[config.mk]
export PLATFORM = sky130hd
export DESIGN_NAME = pwec_update
export DESIGN_NICKNAME = d
export VERILOG_FILES = /design/src/sv/pwec_pkg.sv /design/src/sv/pwec_update.sv
export SDC_FILE = /design/constraint.sdc
export NUM_CORES = 1
export LEC_CHECK = 0
export ABC_CLOCK_PERIOD_IN_PS = 8800
export BUFFER_PORTS_ARGS = -buffer_cell sky130_fd_sc_hd__buf_2
export CAP_MARGIN = 20
export CORE_MARGIN = 2
export CORE_UTILIZATION = 45
export DETAILED_ROUTE_END_ITERATION = 7
export GPL_TIMING_DRIVEN = 0
export PLACE_DENSITY = 0.68
export SETUP_SLACK_MARGIN = 0.1
export SLEW_MARGIN = 20
export SYNTH_ARGS = -nofsm -noshare
export SYNTH_HDL_FRONTEND = slang
export SYNTH_SLANG_ARGS = --single-unit
[constraint.sdc]
create_clock -name clk -period 8.8 [get_ports clk]
set_clock_uncertainty 0.2 [all_clocks]
set_input_delay 1.32 -clock clk [delete_from_list [all_inputs] [get_ports clk]]
set_output_delay 1.32 -clock clk [all_outputs]
set_load 0.1 [all_outputs]
[src/sv/pwec_pkg.sv]
// ----------------------------------------------------------------------------
// pwec_pkg
// Shared types and constants for the position controller with endpoint cutoff.
// ----------------------------------------------------------------------------
package pwec_pkg;

  localparam int SENSOR_BITS        = 12;
  localparam int ERR_W              = SENSOR_BITS + 1;
  localparam int DELTA_W            = SENSOR_BITS + 2;
  localparam int TOTAL_W            = 32;
  localparam int CAP_W              = 31;
  localparam int DRIVE_W            = 8;
  localparam int DRIVE_LIMIT        = 127;
  localparam int GAIN_INT_BITS      = 4;
  localparam int GAIN_FRAC_BITS_DEF = 24;
  localparam int CFG_IDX_W          = 3;

  localparam int unsigned PROP_GAIN_RST  = 9227469;
  localparam int unsigned INTEG_GAIN_RST = 67;
  localparam int unsigned DERIV_GAIN_RST = 1509949;
  localparam int unsigned INTEG_ZONE_RST = 2;
  localparam int unsigned INTEG_CAP_RST  = 12500000;
  localparam int unsigned LOW_EP_RST     = 1170;
  localparam int unsigned HIGH_EP_RST    = 3000;
  localparam int unsigned CUT_BAND_RST   = 200;

  typedef enum logic [CFG_IDX_W-1:0] {
    REG_PROP_GAIN     = 3'd0,
    REG_INTEG_GAIN    = 3'd1,
    REG_DERIV_GAIN    = 3'd2,
    REG_INTEG_ZONE    = 3'd3,
    REG_INTEG_CAP     = 3'd4,
    REG_LOW_ENDPOINT  = 3'd5,
    REG_HIGH_ENDPOINT = 3'd6,
    REG_CUT_BAND      = 3'd7
  } cfg_reg_t;

  typedef struct packed {
    logic [SENSOR_BITS-1:0] target_position;
    logic [SENSOR_BITS-1:0] measured_position;
  } in_item_t;

  typedef struct packed {
    logic signed [DRIVE_W-1:0] drive_level;
    logic                      endpoint_cut;
  } out_item_t;

  // first stage result handed to the multiply / scale stages
  typedef struct packed {
    logic signed [ERR_W-1:0]   err;
    logic signed [DELTA_W-1:0] delta;
    logic signed [TOTAL_W-1:0] total;
    logic                      cut;
  } upd_item_t;

  // per-stage load enables
  typedef struct packed {
    logic accept;
    logic en1;
    logic en2;
    logic en3;
    logic en_out;
  } pipe_ctl_t;

endpackage

[src/sv/pwec_update.sv]
// ----------------------------------------------------------------------------
// pwec_update
// Error, integral zone accumulation with saturation and cap, endpoint cutoff.
// ----------------------------------------------------------------------------
module pwec_update (
  input  logic                            clk,
  input  logic                            rst_n,
  input  pwec_pkg::pipe_ctl_t             ctl,
  input  pwec_pkg::in_item_t              in_data,
  input  logic [pwec_pkg::SENSOR_BITS-1:0] integ_zone,
  input  logic [pwec_pkg::CAP_W-1:0]       integ_cap,
  input  logic [pwec_pkg::SENSOR_BITS-1:0] low_endpoint,
  input  logic [pwec_pkg::SENSOR_BITS-1:0] high_endpoint,
  input  logic [pwec_pkg::SENSOR_BITS-1:0] cut_band,
  output pwec_pkg::upd_item_t             upd_r
);
  import pwec_pkg::*;

  logic signed [ERR_W-1:0]   prev_err_r;
  logic signed [TOTAL_W-1:0] total_r;

  logic signed [ERR_W-1:0]   err;
  logic        [ERR_W-1:0]   mag;
  logic signed [TOTAL_W:0]   sum;
  logic signed [TOTAL_W:0]   sat;
  logic signed [TOTAL_W:0]   cap_ext;
  logic signed [TOTAL_W-1:0] total_nxt;
  logic signed [ERR_W-1:0]   dlo;
  logic signed [ERR_W-1:0]   dhi;
  logic        [ERR_W-1:0]   mlo;
  logic        [ERR_W-1:0]   mhi;
  logic                      cut;
  upd_item_t                 upd_nxt;

  always_comb begin
    err = $signed({1'b0, in_data.target_position}) - $signed({1'b0, in_data.measured_position});
    mag = err[ERR_W-1] ? ERR_W'(-err) : ERR_W'(err);

    sum = $signed({total_r[TOTAL_W-1], total_r}) + (TOTAL_W+1)'(err);
    // clip back into 32 bits when the add overflowed
    if (sum[TOTAL_W] != sum[TOTAL_W-1]) begin
      sat = sum[TOTAL_W] ? {2'b11, {(TOTAL_W-1){1'b0}}} : {2'b00, {(TOTAL_W-1){1'b1}}};
    end else begin
      sat = sum;
    end
    if (err == '0 || mag >= {1'b0, integ_zone}) begin
      sat = '0;
    end
    cap_ext = $signed({2'b00, integ_cap});
    total_nxt = (sat > cap_ext) ? TOTAL_W'(cap_ext) : TOTAL_W'(sat);

    dlo = $signed({1'b0, low_endpoint})  - $signed({1'b0, in_data.measured_position});
    dhi = $signed({1'b0, high_endpoint}) - $signed({1'b0, in_data.measured_position});
    mlo = dlo[ERR_W-1] ? ERR_W'(-dlo) : ERR_W'(dlo);
    mhi = dhi[ERR_W-1] ? ERR_W'(-dhi) : ERR_W'(dhi);
    cut = (in_data.target_position == low_endpoint  && mlo <= {1'b0, cut_band}) ||
          (in_data.target_position == high_endpoint && mhi <= {1'b0, cut_band});

    upd_nxt.err   = err;
    upd_nxt.delta = DELTA_W'(err) - DELTA_W'(prev_err_r);
    upd_nxt.total = total_nxt;
    upd_nxt.cut   = cut;
  end

  always_ff @(posedge clk) begin
    if (!rst_n) begin
      prev_err_r <= '0;
      total_r    <= '0;
    end else if (ctl.accept) begin
      prev_err_r <= err;
      total_r    <= total_nxt;
    end
  end

  always_ff @(posedge clk) begin
    if (ctl.en1) begin
      upd_r <= upd_nxt;
    end
  end

endmodule

==> results of run 1 <==
repair_timing:
action | 4_1_cts | 5_1_grt
hold buffers | 0 | 0
setup endpoints to repair | 62 | 62
setup buffers | 11 | 12
resized for setup | 28 | 56
pin swaps | 5 | 17
gates cloned | 1 | 1
worst reg2reg max path: cells and delay by family (launching register included):
family	cells	cell delay, ps
flip-flops	1	320
buffers and inverters	5	890
AND/OR/NAND/NOR	8	1710
adder cells (fa/ha/maj)	2	580
AO/OA/AOI/OAI	9	1800
per-layer routing:
| layer | GRT usage (%) | share of wire (%) | wire (µm) | vias up |
|---|---|---|---|---|
| met5 | 0 | 0 | 0 | - |
| met4 | 9.497 | 3.0 | 1020 | 0 |
| met3 | 4.314 | 6.4 | 2168 | 72 |
| met2 | 41.28 | 46 | 15640 | 393 |
| met1 | 33.78 | 44 | 14990 | 4997 |
| li1 | - | - | - | 5282 |
final timing paths:
path                                 endpoint  slack [ps]  depth (start not counted)
worst min-delay path            prev_err_r[1]         290                          2
worst max-delay path                upd_r[31]         260                         37
worst min register to register  prev_err_r[1]         290                          2
worst max register to register      upd_r[31]        3040                         24
power groups by stage:
stage | clock [µW] | combinational (µW) | sequential [µW]
after CTS | 483 | 3730 | 820
final | 481 | 3980 | 818
after floorplan | 0 | 2060 | 1600
after global routing | 499 | 4280 | 835
after global placement | 0 | 3580 | 827
after detailed placement | 0 | 3620 | 829
cell usage in the layout, fill, tap and decap left out, drive strengths merged, types with 8 or more instances in the layout:
cell     instances
o31ai           29
xor2            28
clkbuf          32
nor2           130
dfxtp           45
and2            11
a31oi           15
buf            216
a211o            8
a211oi          15
and3            13
o211ai          30
inv            115
xnor2           82
a21oi          104
mux2i           10
o21ai           67
nand3           23
nor3            22
nand2b          14
nor2b           16
nand2           96
a21o            35
and4             8
a2bb2oi         25
nand4           20
edfxtp          60
o21a            15
ha             151
metrics by stage:
stage	cells	power, µW	utilization [%]	setup TNS (ps)	worst slack [ps]
after floorplan	1335	3663	-	0	173.2
after CTS	1853	5031	53.13	0	102.9
after global routing	1867	5612	54.39	0	38.93
after detailed placement	1825	4453	50.96	-95240	-1927
after global placement	1825	4403	50.92	-91540	-1862
final	1867	5282	54.39	0	264.1
registers in the layout, indices dropped and copies added, names as in the netlist:
| register | count |
|---|---|
| upd_r | 60 |
| total_r | 32 |
| prev_err_r | 13 |
cell families after synthesis:
group	after synthesis
AO/OA/AOI/OAI	407
flip-flops	105
XOR/XNOR	110
AND/OR/NAND/NOR	381
buffers and inverters	162
adder cells (fa/ha/maj)	156
multiplexers	14
cell type report:
type / count / area, µm² / share of cell area [%]
Timing Repair inverter: 1 / 7.507 / 0.05692
Clock inverter: 6 / 112.6 / 0.8538
Buffer: 47 / 347.8 / 2.637
Clock buffer: 10 / 229.0 / 1.736
Sequential cell: 105 / 2703 / 20.49
Multi-Input combinational cell: 1068 / 7916 / 60.02
Tap cell: 324 / 405.4 / 3.074
Inverter: 115 / 435.4 / 3.301
Timing Repair Buffer: 191 / 1032 / 7.827
==> flow_metrics.tcl, run 1 <==
set metrics [dict create \
    antenna_found_initial 1 \
    final_area_um2 13190 \
    gp_congestion 0.9628 \
    grt_usage_pct 25.34 \
    path_clk_slew_ps 70 \
    cts.sinks 105 \
    areaGrowthSynthToFinish_pct 18.83 \
    status "completed" \
    cts_tree "yes" \
    ys.flop_type "edfxtp_1" \
    grt_pass1_vias 10180 \
    grt_pass1_wl_um 52620 \
    drt_pass1_iterations 6 \
    first_iter_violations 714 \
    overflow 0 \
    fillCellCount 2294 \
    synth_xor_xnor_area_share_pct 8.680 \
    swShare_pct 54.32 \
    synth_fa_ha_area_share_pct 17.92 \
    ioPinCount 170 \
    critPathKind "primary input to flip-flop" \
    num_vias 10740 \
    p_seq_share_pct 15.5 \
    drv_cap 0 \
    placed_area_um2 12360 \
    post_drt_wl_per_cell_um 18.12 \
    slew_viol_final 0 \
    drc 0 \
    start_util_pct 45.77 \
    cp.buffers_inverters 9 \
    grt_start_max_net_pins 61 \
    synth_top_family_by_area "compound AO/OA/AOI/OAI gates" \
    cp-end-kind "flip-flop" \
    yosysTopAreaCellShare_pct 17.02 \
    pwr-share-clk_pct 9.1 \
    setup_viol 0 \
    rows 57 \
    core_region_area_um2 24250 \
    period_minus_slack_ps 8536 \
    switchingPower_uw 2869 \
    synth_compound_area_share_pct 25.08 \
    p_leak_uw 0.006057 \
    hold_viol_final 0 \
    max-slew-margin-rel_pct 30.13 \
    ys_types 81 \
    min-delay-start "prev_err_r[1]" \
    yosys-top-cells-area "ha_1 (17%), edfxtp_1 (16%), dfxtp_1 (8.1%), xnor2_1 (6.5%), a21oi_1 (4.7%)" \
    cp_data_required_time_ps 8700 \
    viasPerCell 5.755 \
    numCtsBuffers 9 \
    synth_edf_count 60 \
    crit_start "in_data[12]" \
    n_antenna_cell 0 \
    crit_slowest_cell "or3_1" \
    cellInternalPower_uw 2413 \
    synth.yosys.warnings 0 \
    cp_top_family "compound AO/OA/AOI/OAI gates" \
    muxShareOfSynthArea_pct 1.375 \
    holdCritPathClass "flip-flop to flip-flop" \
    die_y_um 161.1 \
    drive_above_1_share_pct 19.38 \
    syn_nets 1601 \
    yosysMostFrequentCell "ha_1" \
    yosys.area_share.simple_pct 16.39 \
    seq_area_frac_synth_pct 24.35 \
    final_nets 1804 \
    rsz0062_at_grt "no" \
    cp_max_fo 10 \
    clock_latency_ps 360 \
    htree_levels 3 \
    cp_common_cell "a211oi_2" \
    drt-total-wl_um 33820 \
    fp.dieW_um 161.1 \
    ant_nets 0 \
    avgSynthCellArea_um2 8.314 \
    timing.hold.ws_ps 294.1 \
    power.density_nw_per_um2 400.5 \
    cpPeakStageDelay_ps 370 \
    detailed_place_hpwl_um 26250 \
    worstSetupStartpointType "primary input" \
    synth.cell_area_um2 11100 \
    r2r-start "total_r[21]" \
    netlist_instances 1335 \
    fin_crit_sh_pct 97.00 \
    synth_common_cells "ha_1 (151), nor2_1 (130), inv_1 (114)" \
    async_flop_share_pct 0 \
    yosys.area.top_type "ha_1" \
    ir_drop_mv 0.2559 \
    crit_arrival_ps 8430 \
    clockBufferDepth 2 \
    max_freq_mhz 117.2 \
    worst_slew_pin_slew_ps 1045 \
    root_buffer "clkbuf_16" \
    combPwrFrac_pct 75.4 \
    io_buffers 166 \
    die_area_um2 25940 \
    synth-seq-cells 105 \
]
Power figures use the tool's default switching activity.
==> run 2: changes to the inputs <==
ABC_CLOCK_PERIOD_IN_PS = 9260   (was 8800)
CAP_MARGIN = unset   (was 20)
PLACE_DENSITY = 0.66   (was 0.68)
clock period = 9.26 ns   (was 8.8 ns; I/O delays follow)
==> flow_metrics.tcl, run 2 (synthesis results as in run 1) <==
set metrics [dict create \
    grt_usage_pct 25.21 \
    root_buffer "clkbuf_16" \
    worstSetupStartpointType "primary input" \
    critPathKind "primary input to flip-flop" \
    cts_tree "yes" \
    cp.buffers_inverters 9 \
    slew_viol_final 0 \
    rows 57 \
    die_y_um 161.1 \
    numCtsBuffers 9 \
    p_leak_uw 0.005934 \
    grt_start_max_net_pins 61 \
    crit_slowest_cell "fa_1" \
    r2r-start "total_r[21]" \
    fp.dieW_um 161.1 \
    grt_pass1_wl_um 52620 \
    endpoint "upd_r[6]" \
    viasPerCell 5.721 \
    met1_usage_pct 33.98 \
    grt_pass1_vias 10060 \
    layout_commonest_cell "buf_2" \
    path_clk_slew_ps 70 \
    overflow 0 \
    start_util_pct 45.77 \
    cp-end-kind "flip-flop" \
    power.density_nw_per_um2 375.6 \
    worst_slew_pin_slew_ps 1152 \
    drive_above_1_share_pct 17.87 \
    crit_start "in_data[12]" \
    largest_reg_flops 60 \
    r2r_setup_slack_ps 3250 \
    timing.hold.ws_ps 287.1 \
    setup_tns_ps 0 \
    post_drt_wl_per_cell_um 18.06 \
    clock_latency_ps 360 \
    drt-total-wl_um 33450 \
    top_usage_layer "met2" \
    max-slew-margin-rel_pct 22.83 \
    num_vias 10600 \
    setup_viol 0 \
    cpPeakStageDelay_ps 420 \
    first_iter_violations 661 \
    cts.sinks 105 \
    gp_congestion 0.9380 \
    final_nets 1789 \
    cp.depth 36 \
    reg.largest.list "upd_r x60, total_r x32, prev_err_r x13" \
    cp_top_family "compound AO/OA/AOI/OAI gates" \
    detailed_place_hpwl_um 26470 \
    io_buffers 166 \
    areaGrowthSynthToFinish_pct 16.42 \
    core_region_area_um2 24250 \
    grt_use_met2_pct 43.19 \
    fin_crit_sh_pct 96.67 \
    drt_pass1_iterations 5 \
    holdCritPathClass "flip-flop to flip-flop" \
    worst_r2r_endpoint "upd_r[6]" \
    clockBufferDepth 2 \
    grt.met3_usage_pct 2.953 \
    cp_max_fo 10 \
    hold_viol_final 0 \
    max_freq_mhz 111.7 \
    cp_data_required_time_ps 9170 \
    layout_common_cells "buf_2 (174), ha_1 (151), nor2_1 (130), inv_1 (113), a21oi_1 (103)" \
    status "completed" \
    n_antenna_cell 0 \
    antenna_found_initial 0 \
    top_register "upd_r" \
    die_area_um2 25940 \
    period_minus_slack_ps 8951 \
    crit_arrival_ps 8870 \
    drv_cap 0 \
    drc 0 \
    ioPinCount 170 \
    htree_levels 3 \
    ir_drop_mv 0.2468 \
    ant_nets 0 \
    r2r_cells 23 \
    cp_common_cell "a21o_1" \
]
[run 2: cell types whose count changed in the layout (fill, tap and decap cells not counted), sizes merged]
cell / change
clkinv: +1
buf: -14
clkinvlp: +1
clkbuf: -2
bufinv: -2
inv: +1
[run 2: worst min-delay path by stage]
stage / startpoint / end / slack [ps] / cells after the start
floorplan: prev_err_r[8] / prev_err_r[8] / 250 / 2
global placement: prev_err_r[4] / prev_err_r[4] / 270 / 2
detailed placement: prev_err_r[1] / prev_err_r[1] / 280 / 2
CTS: prev_err_r[1] / prev_err_r[1] / 290 / 2
global route: prev_err_r[1] / prev_err_r[1] / 300 / 2
finish: prev_err_r[1] / prev_err_r[1] / 290 / 2
[run 2: layout make-up]
| class | count | area (µm²) |
|---|---|---|
| fill | 2397 | 11330 |
| multi-input combinational | 1068 | 7858 |
| sequential | 105 | 2703 |
| timing repair buffer | 176 | 918.4 |
| inverter | 115 | 435.4 |
| tap | 324 | 405.4 |
| buffer | 47 | 294.0 |
| clock buffer | 9 | 225.2 |
| clock inverter | 7 | 76.32 |
| timing repair inverter | 1 | 7.507 |
[run 2: metal layers]
metal | vias up | wire (µm)
met5 | - | 0
met4 | 0 | 614
met3 | 54 | 1764
met2 | 337 | 16020
met1 | 4948 | 15050
li1 | 5257 | -
[run 2: stage by stage]
| step | cell area, µm² | cells | util (%) | power, µW | setup slack [ps] |
|---|---|---|---|---|---|
| 6_report | 12920 | 1852 | 53.29 | 4854 | 308.8 |
| 3_5_place_dp | 12350 | 1826 | 50.94 | 4245 | -1655 |
| 5_1_grt | 12920 | 1852 | 53.29 | 5174 | -1.034 |
| 2_1_floorplan | 11100 | 1335 | - | 3478 | 476.9 |
| 4_1_cts | 12760 | 1848 | 52.61 | 4697 | 118.2 |
| 3_3_place_gp | 12340 | 1825 | 50.87 | 4189 | -1682 |
[run 2: worst register-to-register path, stage by stage, from the launching register on]
cell	delay, ps
dfxtp_1	320
ha_1	280
buf_2	170
a211oi_2	220
o21bai_1	130
or3_1	340
a221o_1	390
a31o_2	290
or3_1	370
buf_2	170
and2_1	190
clkbuf_2	250
a21oi_2	250
ha_1	280
a21o_1	180
a21o_1	170
a21oi_1	180
o211ai_1	190
o2bb2ai_1	200
o31a_1	320
o21a_4	170
buf_6	170
buf_6	170
a21o_1	190
[run 2: what timing repair did]
action / in CTS / in global routing
resized for setup: 14 / 45
endpoints found under the setup margin: 62 / 62
pin swaps: 1 / 5
setup buffers: 5 / 3
hold buffers: 0 / 0
cloned: 1 / 1
[run 2: report_power, final]
part           internal [µW]  switching, µW  leakage, µW  total [µW]
registers                725           51.8     0.000967         777
clock network            213            192     0.000148         405
logic                   1220           2450      0.00482        3670
